[config.mk]
export PLATFORM = sky130hd
export DESIGN_NAME = joint_ramp_interpolator_unit
export DESIGN_NICKNAME = d
export VERILOG_FILES = /design/src/design/jri_pkg.sv /design/src/design/jri_front.sv /design/src/design/jri_queue.sv /design/src/design/jri_divider.sv /design/src/design/jri_back.sv /design/src/design/joint_ramp_interpolator_unit.sv
export SDC_FILE = /design/constraint.sdc
export NUM_CORES = 2
export LEC_CHECK = 0
export ABC_AREA = 0
export BUFFER_PORTS_ARGS = -buffer_cell sky130_fd_sc_hd__buf_2
export CAP_MARGIN = 30
export CORE_MARGIN = 5
export CORE_UTILIZATION = 41
export DETAILED_ROUTE_END_ITERATION = 8
export PLACE_DENSITY_LB_ADDON = 0.08
export REMOVE_ABC_BUFFERS = 1
export SLEW_MARGIN = 20
export SYNTH_ARGS = -nofsm -noshare
export SYNTH_HDL_FRONTEND = slang
export SYNTH_SLANG_ARGS = --single-unit
[constraint.sdc]
create_clock -name clock -period 11.4 [get_ports clock]
set_input_delay 2.28 -clock clock [delete_from_list [all_inputs] [get_ports clock]]
set_output_delay 2.28 -clock clock [all_outputs]
set_load 0.05 [all_outputs]
[src/design/jri_pkg.sv]
`default_nettype none
package jri_pkg;
   localparam int JOINT_COUNT = 12;
   localparam int IDX_W       = $clog2(JOINT_COUNT);
   localparam int JOINT_W     = 4;
   localparam int POS_W       = 16;
   localparam int STEPS_W     = 12;
   localparam int ACC_W       = 32;
   localparam int Q_SHIFT     = 12;
   localparam int SUM_W       = ACC_W + 1;
   localparam int DIVIDEND_W  = 30;
   localparam int MAG_W       = 29;
   localparam int DCNT_W      = $clog2(MAG_W + 1);
   localparam int QUEUE_DEPTH = 2;
   localparam int QPTR_W      = $clog2(QUEUE_DEPTH);
   localparam int QCNT_W      = $clog2(QUEUE_DEPTH + 1);
   localparam int CSR_IDX_W   = 3;

   typedef enum logic [1:0] {
      OP_LOAD  = 2'd0,
      OP_SEED  = 2'd1,
      OP_START = 2'd2,
      OP_TICK  = 2'd3
   } op_type;

   typedef enum logic [CSR_IDX_W-1:0] {
      REG_WING_LOW      = 3'd0,
      REG_WING_HIGH     = 3'd1,
      REG_SHOULDER_LOW  = 3'd2,
      REG_SHOULDER_HIGH = 3'd3,
      REG_ELBOW_LOW     = 3'd4,
      REG_ELBOW_HIGH    = 3'd5
   } reg_index_type;

   typedef enum logic [1:0] {
      KIND_WING     = 2'd0,
      KIND_SHOULDER = 2'd1,
      KIND_ELBOW    = 2'd2
   } kind_type;

   typedef enum logic [3:0] {
      ST_IDLE     = 4'b0001,
      ST_DIV_LOAD = 4'b0010,
      ST_DIV_WAIT = 4'b0100,
      ST_TICK     = 4'b1000
   } state_type;

   typedef struct packed {
      op_type                    op;
      logic [JOINT_W-1:0]        joint;
      logic signed [POS_W-1:0]   position;
      logic [STEPS_W-1:0]        steps;
   } cmd_type;

   typedef struct packed {
      logic signed [POS_W-1:0] wing_low;
      logic signed [POS_W-1:0] wing_high;
      logic signed [POS_W-1:0] shoulder_low;
      logic signed [POS_W-1:0] shoulder_high;
      logic signed [POS_W-1:0] elbow_low;
      logic signed [POS_W-1:0] elbow_high;
   } limits_type;

   localparam logic signed [POS_W-1:0] WING_LOW_RST      = -16'sd2048;
   localparam logic signed [POS_W-1:0] WING_HIGH_RST     = 16'sd2048;
   localparam logic signed [POS_W-1:0] SHOULDER_LOW_RST  = 16'sd0;
   localparam logic signed [POS_W-1:0] SHOULDER_HIGH_RST = 16'sd12861;
   localparam logic signed [POS_W-1:0] ELBOW_LOW_RST     = 16'sd1065;
   localparam logic signed [POS_W-1:0] ELBOW_HIGH_RST    = 16'sd7864;
endpackage
`default_nettype wire

[src/design/jri_front.sv]
`default_nettype none
module jri_front (
   input  wire logic                            req_valid,
   output logic                                 req_stall,
   input  wire logic [1:0]                      req_op,
   input  wire logic [jri_pkg::JOINT_W-1:0]     req_joint,
   input  wire logic signed [jri_pkg::POS_W-1:0] req_position,
   input  wire logic [jri_pkg::STEPS_W-1:0]     req_steps,
   input  wire logic                            queue_full,
   output logic                                 push,
   output jri_pkg::cmd_type                     cmd
);
   logic keep;

   always_comb begin
      cmd.op       = jri_pkg::op_type'(req_op);
      cmd.joint    = req_joint;
      cmd.position = req_position;
      cmd.steps    = req_steps;
      case (cmd.op)
         jri_pkg::OP_LOAD, jri_pkg::OP_SEED: begin
            keep = (32'(req_joint) < jri_pkg::JOINT_COUNT);
         end
         jri_pkg::OP_START: begin
            keep = (req_steps != '0);
         end
         default: begin
            keep = 1'b1;
         end
      endcase
   end

   assign req_stall = queue_full;
   assign push      = req_valid && !queue_full && keep;
endmodule
`default_nettype wire

[src/design/jri_queue.sv]
`default_nettype none
module jri_queue (
   input  wire logic             clock,
   input  wire logic             reset,
   input  wire logic             push,
   input  wire jri_pkg::cmd_type push_cmd,
   input  wire logic             pop,
   output jri_pkg::cmd_type      head_cmd,
   output logic                  empty,
   output logic                  full
);
   jri_pkg::cmd_type                  entry_ff [jri_pkg::QUEUE_DEPTH];
   logic [jri_pkg::QPTR_W-1:0]        wr_ptr_ff, wr_ptr_in;
   logic [jri_pkg::QPTR_W-1:0]        rd_ptr_ff, rd_ptr_in;
   logic [jri_pkg::QCNT_W-1:0]        count_ff, count_in;
   logic                              do_push, do_pop;

   assign empty    = (count_ff == '0);
   assign full     = (count_ff == jri_pkg::QCNT_W'(jri_pkg::QUEUE_DEPTH));
   assign head_cmd = entry_ff[rd_ptr_ff];
   assign do_push  = push && !full;
   assign do_pop   = pop && !empty;

   always_comb begin
      wr_ptr_in = wr_ptr_ff;
      rd_ptr_in = rd_ptr_ff;
      count_in  = count_ff;
      if (do_push) begin
         wr_ptr_in = (32'(wr_ptr_ff) == jri_pkg::QUEUE_DEPTH - 1) ? '0 : wr_ptr_ff + 1'b1;
      end
      if (do_pop) begin
         rd_ptr_in = (32'(rd_ptr_ff) == jri_pkg::QUEUE_DEPTH - 1) ? '0 : rd_ptr_ff + 1'b1;
      end
      if (do_push && !do_pop) begin
         count_in = count_ff + 1'b1;
      end else if (do_pop && !do_push) begin
         count_in = count_ff - 1'b1;
      end
   end

   always_ff @(posedge clock) begin
      if (reset) begin
         wr_ptr_ff <= '0;
         rd_ptr_ff <= '0;
         count_ff  <= '0;
      end else begin
         wr_ptr_ff <= wr_ptr_in;
         rd_ptr_ff <= rd_ptr_in;
         count_ff  <= count_in;
      end
   end

   always_ff @(posedge clock) begin
      if (do_push) begin
         entry_ff[wr_ptr_ff] <= push_cmd;
      end
   end
endmodule
`default_nettype wire

[src/design/jri_divider.sv]
`default_nettype none
module jri_divider (
   input  wire logic                                 clock,
   input  wire logic                                 reset,
   input  wire logic                                 start,
   input  wire logic signed [jri_pkg::DIVIDEND_W-1:0] dividend,
   input  wire logic [jri_pkg::STEPS_W-1:0]          divisor,
   output logic                                      done,
   output logic signed [jri_pkg::ACC_W-1:0]          quotient
);
   logic                              busy_ff, busy_in;
   logic                              done_ff, done_in;
   logic                              neg_ff, neg_in;
   logic [jri_pkg::DCNT_W-1:0]        cnt_ff, cnt_in;
   logic [jri_pkg::MAG_W-1:0]         mag_ff, mag_in;
   logic [jri_pkg::STEPS_W-1:0]       rem_ff, rem_in;
   logic [jri_pkg::STEPS_W:0]         trial;
   logic [jri_pkg::DIVIDEND_W-1:0]    abs_val;
   logic [jri_pkg::ACC_W-1:0]         q_ext;

   assign abs_val = dividend[jri_pkg::DIVIDEND_W-1] ? -dividend : dividend;
   assign trial   = {rem_ff, mag_ff[jri_pkg::MAG_W-1]};
   assign q_ext   = {{(jri_pkg::ACC_W - jri_pkg::MAG_W){1'b0}}, mag_ff};
   assign quotient = neg_ff ? -q_ext : q_ext;
   assign done    = done_ff;

   always_comb begin
      busy_in = busy_ff;
      done_in = 1'b0;
      neg_in  = neg_ff;
      cnt_in  = cnt_ff;
      mag_in  = mag_ff;
      rem_in  = rem_ff;
      if (start) begin
         busy_in = 1'b1;
         neg_in  = dividend[jri_pkg::DIVIDEND_W-1];
         cnt_in  = jri_pkg::DCNT_W'(jri_pkg::MAG_W);
         mag_in  = abs_val[jri_pkg::MAG_W-1:0];
         rem_in  = '0;
      end else if (busy_ff) begin
         if (trial >= {1'b0, divisor}) begin
            rem_in = jri_pkg::STEPS_W'(trial - {1'b0, divisor});
            mag_in = {mag_ff[jri_pkg::MAG_W-2:0], 1'b1};
         end else begin
            rem_in = trial[jri_pkg::STEPS_W-1:0];
            mag_in = {mag_ff[jri_pkg::MAG_W-2:0], 1'b0};
         end
         cnt_in = cnt_ff - 1'b1;
         if (cnt_ff == jri_pkg::DCNT_W'(1)) begin
            busy_in = 1'b0;
            done_in = 1'b1;
         end
      end
   end

   always_ff @(posedge clock) begin
      if (reset) begin
         busy_ff <= 1'b0;
         done_ff <= 1'b0;
         cnt_ff  <= '0;
      end else begin
         busy_ff <= busy_in;
         done_ff <= done_in;
         cnt_ff  <= cnt_in;
      end
   end

   always_ff @(posedge clock) begin
      neg_ff <= neg_in;
      mag_ff <= mag_in;
      rem_ff <= rem_in;
   end
endmodule
`default_nettype wire

[src/design/jri_back.sv]
`default_nettype none
module jri_back (
   input  wire logic                              clock,
   input  wire logic                              reset,
   input  wire jri_pkg::cmd_type                  head_cmd,
   input  wire logic                              queue_empty,
   output logic                                   pop,
   input  wire jri_pkg::limits_type               limits,
   output logic                                   rsp_valid,
   input  wire logic                              rsp_stall,
   output logic [jri_pkg::JOINT_W-1:0]            rsp_out_joint,
   output logic signed [jri_pkg::POS_W-1:0]       rsp_out_position,
   output logic                                   rsp_last,
   output logic                                   rsp_move_done
);
   localparam int N = jri_pkg::JOINT_COUNT;

   logic signed [jri_pkg::POS_W-1:0]  target_ff [N];
   logic signed [jri_pkg::ACC_W-1:0]  acc_ff    [N];
   logic signed [jri_pkg::ACC_W-1:0]  inc_ff    [N];

   jri_pkg::state_type                state_ff, state_in;
   logic [jri_pkg::IDX_W-1:0]         idx_ff, idx_in;
   jri_pkg::kind_type                 kind_ff, kind_in;
   logic [jri_pkg::STEPS_W-1:0]       rem_ff, rem_in;
   logic [jri_pkg::STEPS_W-1:0]       div_steps_ff, div_steps_in;
   logic                              moving_ff, moving_in;
   logic                              done_ff, done_in;
   logic                              rsp_valid_ff, rsp_valid_in;
   logic [jri_pkg::JOINT_W-1:0]       rsp_joint_ff;
   logic signed [jri_pkg::POS_W-1:0]  rsp_pos_ff;
   logic                              rsp_last_ff, rsp_done_ff;

   logic                              is_last, emit, div_start, div_done;
   logic                              wr_target, wr_seed, wr_inc;
   logic [jri_pkg::IDX_W-1:0]         cmd_idx;
   logic [jri_pkg::STEPS_W-1:0]       rem_dec;
   logic signed [jri_pkg::ACC_W-1:0]  acc_cur, inc_cur, quotient, acc_new, seed_val;
   logic signed [jri_pkg::SUM_W-1:0]  sum, lo_acc, hi_acc, clamped;
   logic signed [jri_pkg::POS_W-1:0]  lo, hi, tgt_cur;
   logic signed [jri_pkg::DIVIDEND_W-1:0] diff;

   assign cmd_idx  = jri_pkg::IDX_W'(head_cmd.joint);
   assign is_last  = (idx_ff == jri_pkg::IDX_W'(N - 1));
   assign acc_cur  = acc_ff[idx_ff];
   assign inc_cur  = inc_ff[idx_ff];
   assign tgt_cur  = target_ff[idx_ff];
   assign rem_dec  = rem_ff - 1'b1;
   assign seed_val = {{(jri_pkg::ACC_W - jri_pkg::POS_W - jri_pkg::Q_SHIFT)
                       {head_cmd.position[jri_pkg::POS_W-1]}},
                      head_cmd.position, {jri_pkg::Q_SHIFT{1'b0}}};
   assign diff = {{(jri_pkg::DIVIDEND_W - jri_pkg::POS_W - jri_pkg::Q_SHIFT)
                   {tgt_cur[jri_pkg::POS_W-1]}}, tgt_cur, {jri_pkg::Q_SHIFT{1'b0}}}
               - acc_cur[jri_pkg::DIVIDEND_W-1:0];

   always_comb begin
      case (kind_ff)
         jri_pkg::KIND_WING: begin
            lo = limits.wing_low;
            hi = limits.wing_high;
         end
         jri_pkg::KIND_SHOULDER: begin
            lo = limits.shoulder_low;
            hi = limits.shoulder_high;
         end
         default: begin
            lo = limits.elbow_low;
            hi = limits.elbow_high;
         end
      endcase
   end

   assign lo_acc = {{(jri_pkg::SUM_W - jri_pkg::POS_W - jri_pkg::Q_SHIFT)
                     {lo[jri_pkg::POS_W-1]}}, lo, {jri_pkg::Q_SHIFT{1'b0}}};
   assign hi_acc = {{(jri_pkg::SUM_W - jri_pkg::POS_W - jri_pkg::Q_SHIFT)
                     {hi[jri_pkg::POS_W-1]}}, hi, {jri_pkg::Q_SHIFT{1'b0}}};
   assign sum     = {acc_cur[jri_pkg::ACC_W-1], acc_cur} + {inc_cur[jri_pkg::ACC_W-1], inc_cur};
   assign clamped = (sum > hi_acc) ? hi_acc : ((sum < lo_acc) ? lo_acc : sum);
   assign acc_new = clamped[jri_pkg::ACC_W-1:0];

   jri_divider u_div (
      .clock    (clock),
      .reset    (reset),
      .start    (div_start),
      .dividend (diff),
      .divisor  (div_steps_ff),
      .done     (div_done),
      .quotient (quotient)
   );

   always_comb begin
      state_in     = state_ff;
      idx_in       = idx_ff;
      kind_in      = kind_ff;
      rem_in       = rem_ff;
      div_steps_in = div_steps_ff;
      moving_in    = moving_ff;
      done_in      = done_ff;
      pop          = 1'b0;
      wr_target    = 1'b0;
      wr_seed      = 1'b0;
      wr_inc       = 1'b0;
      div_start    = 1'b0;
      emit         = 1'b0;
      case (state_ff)
         jri_pkg::ST_IDLE: begin
            if (!queue_empty) begin
               pop = 1'b1;
               case (head_cmd.op)
                  jri_pkg::OP_LOAD: begin
                     wr_target = 1'b1;
                  end
                  jri_pkg::OP_SEED: begin
                     wr_seed = 1'b1;
                  end
                  jri_pkg::OP_START: begin
                     div_steps_in = head_cmd.steps;
                     idx_in       = '0;
                     state_in     = jri_pkg::ST_DIV_LOAD;
                  end
                  default: begin
                     if (moving_ff) begin
                        rem_in    = rem_dec;
                        done_in   = (rem_dec == '0);
                        moving_in = (rem_dec != '0);
                        idx_in    = '0;
                        kind_in   = jri_pkg::KIND_WING;
                        state_in  = jri_pkg::ST_TICK;
                     end
                  end
               endcase
            end
         end
         jri_pkg::ST_DIV_LOAD: begin
            div_start = 1'b1;
            state_in  = jri_pkg::ST_DIV_WAIT;
         end
         jri_pkg::ST_DIV_WAIT: begin
            if (div_done) begin
               wr_inc = 1'b1;
               if (is_last) begin
                  rem_in    = div_steps_ff;
                  moving_in = 1'b1;
                  state_in  = jri_pkg::ST_IDLE;
               end else begin
                  idx_in   = idx_ff + 1'b1;
                  state_in = jri_pkg::ST_DIV_LOAD;
               end
            end
         end
         jri_pkg::ST_TICK: begin
            if (!rsp_valid_ff || !rsp_stall) begin
               emit = 1'b1;
               if (is_last) begin
                  state_in = jri_pkg::ST_IDLE;
               end else begin
                  idx_in  = idx_ff + 1'b1;
                  kind_in = (kind_ff == jri_pkg::KIND_ELBOW) ? jri_pkg::KIND_WING
                                                              : jri_pkg::kind_type'(kind_ff + 1'b1);
               end
            end
         end
         default: begin
            state_in = jri_pkg::ST_IDLE;
         end
      endcase
      rsp_valid_in = emit || (rsp_valid_ff && rsp_stall);
   end

   always_ff @(posedge clock) begin
      if (reset) begin
         state_ff     <= jri_pkg::ST_IDLE;
         idx_ff       <= '0;
         kind_ff      <= jri_pkg::KIND_WING;
         rem_ff       <= '0;
         div_steps_ff <= '0;
         moving_ff    <= 1'b0;
         done_ff      <= 1'b0;
         rsp_valid_ff <= 1'b0;
         for (int i = 0; i < N; i++) begin
            target_ff[i] <= '0;
            acc_ff[i]    <= '0;
            inc_ff[i]    <= '0;
         end
      end else begin
         state_ff     <= state_in;
         idx_ff       <= idx_in;
         kind_ff      <= kind_in;
         rem_ff       <= rem_in;
         div_steps_ff <= div_steps_in;
         moving_ff    <= moving_in;
         done_ff      <= done_in;
         rsp_valid_ff <= rsp_valid_in;
         if (wr_target) begin
            target_ff[cmd_idx] <= head_cmd.position;
         end
         if (wr_seed) begin
            acc_ff[cmd_idx] <= seed_val;
         end
         if (emit) begin
            acc_ff[idx_ff] <= acc_new;
         end
         if (wr_inc) begin
            inc_ff[idx_ff] <= quotient;
         end
      end
   end

   always_ff @(posedge clock) begin
      if (emit) begin
         rsp_joint_ff <= jri_pkg::JOINT_W'(idx_ff);
         rsp_pos_ff   <= acc_new[jri_pkg::Q_SHIFT + jri_pkg::POS_W - 1:jri_pkg::Q_SHIFT];
         rsp_last_ff  <= is_last;
         rsp_done_ff  <= done_ff;
      end
   end

   assign rsp_valid        = rsp_valid_ff;
   assign rsp_out_joint    = rsp_joint_ff;
   assign rsp_out_position = rsp_pos_ff;
   assign rsp_last         = rsp_last_ff;
   assign rsp_move_done    = rsp_done_ff;
endmodule
`default_nettype wire

[src/design/joint_ramp_interpolator_unit.sv]
// Load and seed words are written by the back end as it pops them from the queue's registers.
// A start runs the serial divider (one quotient bit a cycle) once for each of the 12 joints.
// A tick gives one registered result word per joint, one word per cycle while not stalled.
// Throughput is bounded by the back end; the 2-word queue accepts words while it works.
// Reset is synchronous: it clears all joint state and returns the limits to defaults.
`default_nettype none
module joint_ramp_interpolator_unit (
   input  wire logic                                 clock,
   input  wire logic                                 reset,
   input  wire logic                                 req_valid,
   output logic                                      req_stall,
   input  wire logic [1:0]                           req_op,
   input  wire logic [jri_pkg::JOINT_W-1:0]          req_joint,
   input  wire logic signed [jri_pkg::POS_W-1:0]     req_position,
   input  wire logic [jri_pkg::STEPS_W-1:0]          req_steps,
   output logic                                      rsp_valid,
   input  wire logic                                 rsp_stall,
   output logic [jri_pkg::JOINT_W-1:0]               rsp_out_joint,
   output logic signed [jri_pkg::POS_W-1:0]          rsp_out_position,
   output logic                                      rsp_last,
   output logic                                      rsp_move_done,
   input  wire logic                                 csr_wen,
   input  wire logic [jri_pkg::CSR_IDX_W-1:0]        csr_index,
   input  wire logic [jri_pkg::POS_W-1:0]            csr_wdata
);
   jri_pkg::limits_type limits_ff;
   jri_pkg::cmd_type    push_cmd, head_cmd;
   logic                push, pop, queue_empty, queue_full;

   always_ff @(posedge clock) begin
      if (reset) begin
         limits_ff.wing_low      <= jri_pkg::WING_LOW_RST;
         limits_ff.wing_high     <= jri_pkg::WING_HIGH_RST;
         limits_ff.shoulder_low  <= jri_pkg::SHOULDER_LOW_RST;
         limits_ff.shoulder_high <= jri_pkg::SHOULDER_HIGH_RST;
         limits_ff.elbow_low     <= jri_pkg::ELBOW_LOW_RST;
         limits_ff.elbow_high    <= jri_pkg::ELBOW_HIGH_RST;
      end else if (csr_wen) begin
         case (csr_index)
            jri_pkg::REG_WING_LOW:      limits_ff.wing_low      <= csr_wdata;
            jri_pkg::REG_WING_HIGH:     limits_ff.wing_high     <= csr_wdata;
            jri_pkg::REG_SHOULDER_LOW:  limits_ff.shoulder_low  <= csr_wdata;
            jri_pkg::REG_SHOULDER_HIGH: limits_ff.shoulder_high <= csr_wdata;
            jri_pkg::REG_ELBOW_LOW:     limits_ff.elbow_low     <= csr_wdata;
            jri_pkg::REG_ELBOW_HIGH:    limits_ff.elbow_high    <= csr_wdata;
            default: begin
            end
         endcase
      end
   end

   jri_front u_front (
      .req_valid    (req_valid),
      .req_stall    (req_stall),
      .req_op       (req_op),
      .req_joint    (req_joint),
      .req_position (req_position),
      .req_steps    (req_steps),
      .queue_full   (queue_full),
      .push         (push),
      .cmd          (push_cmd)
   );

   jri_queue u_queue (
      .clock    (clock),
      .reset    (reset),
      .push     (push),
      .push_cmd (push_cmd),
      .pop      (pop),
      .head_cmd (head_cmd),
      .empty    (queue_empty),
      .full     (queue_full)
   );

   jri_back u_back (
      .clock            (clock),
      .reset            (reset),
      .head_cmd         (head_cmd),
      .queue_empty      (queue_empty),
      .pop              (pop),
      .limits           (limits_ff),
      .rsp_valid        (rsp_valid),
      .rsp_stall        (rsp_stall),
      .rsp_out_joint    (rsp_out_joint),
      .rsp_out_position (rsp_out_position),
      .rsp_last         (rsp_last),
      .rsp_move_done    (rsp_move_done)
   );
endmodule
`default_nettype wire

==> summary.txt <==
Final layout
  • Most frequent cells in the layout: edfxtp_1 (1400), nor2_1 (1117), mux4_2 (380)
  • Layout cells sized above 1: 0.187
  • Final nets: 5567
  • Commonest non-fill, non-tap cell in the layout: edfxtp_1
  • Filler cell count: 15500
  • Fin util: 0.465
  • Layout area overhead: 13.0%
  • Design area: 80900 sq um

Logic synthesis
  • Async set-reset flop share out of synthesis: 0
  • #FFs+latches synth: 1561
  • Post-synthesis sequential area ratio: 0.632
  • Ys flop type: edfxtp_1
  • Post-Syn Instances: 5313
  • Mean Syn Cell Area: 13.5 sq um
  • Netlist cell types: 97
  • Synthesized area: 71600 sq um
  • Synth warn: 0
  • EDFF count, synth: 1400

Worst setup path
  • End of the critical path: u_back.acc_ff[14][14]$_DFFE_PP_
  • Crit start category: flop
  • Critical Path RT: 11.94 ns
  • CP top delay family: compound AO/OA/AOI/OAI gates
  • Cell repeated most along the worst path: a21o_1
  • Worst Path Buf+Inv: 2
  • Crit. End Element: flop
  • CP Depth: 26
  • Worst path slowest cell: dfxtp_4
  • R2r worst-path depth: 26
  • CP max FO: 38
  • WS Path Type: reg2reg
  • R2R Setup Slk: 1.39 ns
  • RR Endpoint: u_back.acc_ff[14][14]$_DFFE_PP_
  • Slowest stage delay, CP: 0.83 ns
  • Critical Path AT: 10.55 ns

STA
  • Fmax: 99.9 MHz
  • Final period utilization: 0.878
  • Slew Limit Fails: 0
  • Crit path time final: 10.01 ns
  • Fin. Hold Viols: 0
  • Max_slew headroom: 0.276
  • Slew @ Worst Pin: 1.09 ns
  • Setup-failing EPs final: 0
  • Worst-case clock skew: 0.0645 ns
  • RSZ-0062 raised after global routing: false

Job
  • Max-Cap Viols: 0

Detailed routing
  • Pre-Repair DR Iteration Count: 6
  • Antenna-violating nets left: 0
  • Total routed wirelength: 224000 um
  • DRC Markers: 0
  • Drt via density: 5.72
  • 1st-iter DRT viols: 4699
  • DR vias: 45000
  • Routed WL per cell: 28.5 um

Pwr
  • Internal power: 10100 uW
  • Switch Pwr: 3640 uW
  • Seq pwr share: 0.482
  • PwrDens: 169 nW/um^2
  • Switch share: 0.266
  • Worst VDD drop: 0.154 mV
  • Share of power burned in the clock network: 0.391
  • Pwr Total: 13700 uW
  • Leak Pwr: 0.0286 uW
  • Gate power share: 0.126

Clock tree
  • Worst-Skew Late Latency: 0.85 ns
  • Clock Path Buffers: 3
  • Htree depth: 4
  • Post-CTS Resized: 0
  • CTS tree: yes
  • Clock Sinks: 1561
  • CTS clock-pin slew for the worst setup and hold paths: 0.06 ns
  • Setup repair bufs after CTS: 0
  • TritonCTS Buffers: 172
  • Cts hold-fix bufs: 0
  • Clock Tree Root: clkbuf_16

Floorplan
  • I/O pin count: 82
  • Die area: 183000 sq um
  • Rows: 153
  • Die H: 428 um
  • Die W: 428 um
  • Core Footprint: 174000 sq um
  • Initial Utilization: 0.412

Status
  • Outcome: finished clean

Placement
  • Hpwl dp: 137000 um
  • Gpl congestion: 0.885
  • Placed instance area: 75400 sq um
  • IO Port Bufs: 81

GRT
  • Tot GR Track Use: 0.245
  • Remaining global-route overflow: 0
  • Initial antenna violation count: 6
  • First-pass GRT wire length: 323000 um
  • Largest net degree at the start of global routing: 74
  • Number of global-route vias before repair: 45200

Hold path
  • Min-Delay Path Class: reg2reg
## registers in the layout (all words and copies together) (netlist names), 16 cells and up, named ones only
register,count
u_back.acc_ff,512
u_back.inc_ff,512
u_back.target_ff,256
limits_ff,96
u_queue.entry_ff,68
u_back.u_div.mag_ff,29
u_back.rsp_out_position,16
## cell families (layout without fill, tap and decap cells)
| logic type | count (synthesis) | count (layout) | synth area share |
|---|---|---|---|
| AOI/OAI and AO/OA | 590 | 590 | 0.0522 |
| xor gates and xnor gates | 102 | 102 | 0.0125 |
| adders and majority gates | 115 | 115 | 0.0203 |
| buffers and inverters | 558 | 779 | 0.0305 |
| DFF | 1561 | 1561 | 0.632 |
| muxes | 502 | 502 | 0.139 |
| other | 0 | 2 | 0 |
| and+or+nand+nor | 1885 | 1885 | 0.113 |
## worst min-delay path by stage
stage / slack (ns) / end / from / depth (start not counted)
2_1_floorplan: 0.41 / u_back.rsp_move_done$_DFFE_PP_ / u_back.done_ff$_SDFFE_PP0P_ / 0
3_3_place_gp: 0.42 / u_back.rsp_move_done$_DFFE_PP_ / u_back.done_ff$_SDFFE_PP0P_ / 0
3_5_place_dp: 0.44 / u_back.rsp_move_done$_DFFE_PP_ / u_back.done_ff$_SDFFE_PP0P_ / 0
4_1_cts: 0.43 / u_back.rsp_move_done$_DFFE_PP_ / u_back.done_ff$_SDFFE_PP0P_ / 0
5_1_grt: 0.45 / u_back.rsp_move_done$_DFFE_PP_ / u_back.done_ff$_SDFFE_PP0P_ / 0
6_report: 0.43 / u_back.rsp_move_done$_DFFE_PP_ / u_back.done_ff$_SDFFE_PP0P_ / 0
## synth_stat cells, drive strengths merged (11+ instances only)
cell type  instances  area [sq um]
nor3              60           342
mux2i             98          1010
xor2              43           377
a21oi            193           966
mux2              16           180
nand2b            55           344
nor2            1124          4220
nand4             24           150
ha               113          1410
nor2b             33           206
a211oi            30           230
inv              193           724
buf               59           312
a21o              48           360
a221oi            15           144
a22oi             22           175
dfxtp            161          3220
nor4              31           230
and2              14          87.6
a211o             11          96.3
clkbuf           304          1140
nand2            394          1490
xnor2             59           517
nand3b            30           225
edfxtp          1400         42000
and3              26           163
o211ai            14           110
a31oi             21           131
mux4             388          8770
o21a              12          90.1
or4               14           109
o21ai            135           676
nand3             41           205
## cell type report
cell class / count / area [sq um] / share of cell area
sequential: 1561 / 45300 / 0.560
multi-input combinational: 3194 / 24500 / 0.303
clock buffer: 205 / 4450 / 0.0550
tap: 2325 / 2910 / 0.0360
timing repair buffer: 270 / 2030 / 0.0251
clock inverter: 109 / 982 / 0.0121
inverter: 195 / 732 / 0.00905
antenna: 2 / 5.00 / 0.0000619
## metrics by stage
stage | hold WS (ns) | setup WS, ns | setup TNS [ns] | instances
after global placement | 0.416 | 0.821 | 0 | 7520
final | 0.429 | 1.39 | 0 | 7861
after floorplan | 0.408 | -10.45 | -5150.06 | 4950
after detailed placement | 0.435 | 1.57 | 0 | 7538
after CTS | 0.431 | 1.49 | 0 | 7852
after global routing | 0.446 | 0.786 | 0 | 7859
## metal layers
layer  vias to the layer above  GRT usage  share of wire
met5                         -          0       0.000089
met4                         4     0.0709          0.028
met3                       310     0.0369          0.062
met2                      1519      0.399           0.48
met1                     23300      0.344           0.43
li1                      19800          -              -
## power groups by stage
stage | Combinational (uW) | Sequential [uW] | Clock, uW
2_1_floorplan | 1070 | 6710 | 0
3_3_place_gp | 1700 | 6730 | 0
3_5_place_dp | 1730 | 6730 | 0
4_1_cts | 1740 | 6610 | 5480
5_1_grt | 1890 | 6630 | 5730
6_report | 1730 | 6610 | 5360
Note: power is estimated with default switching activity, not from simulation.
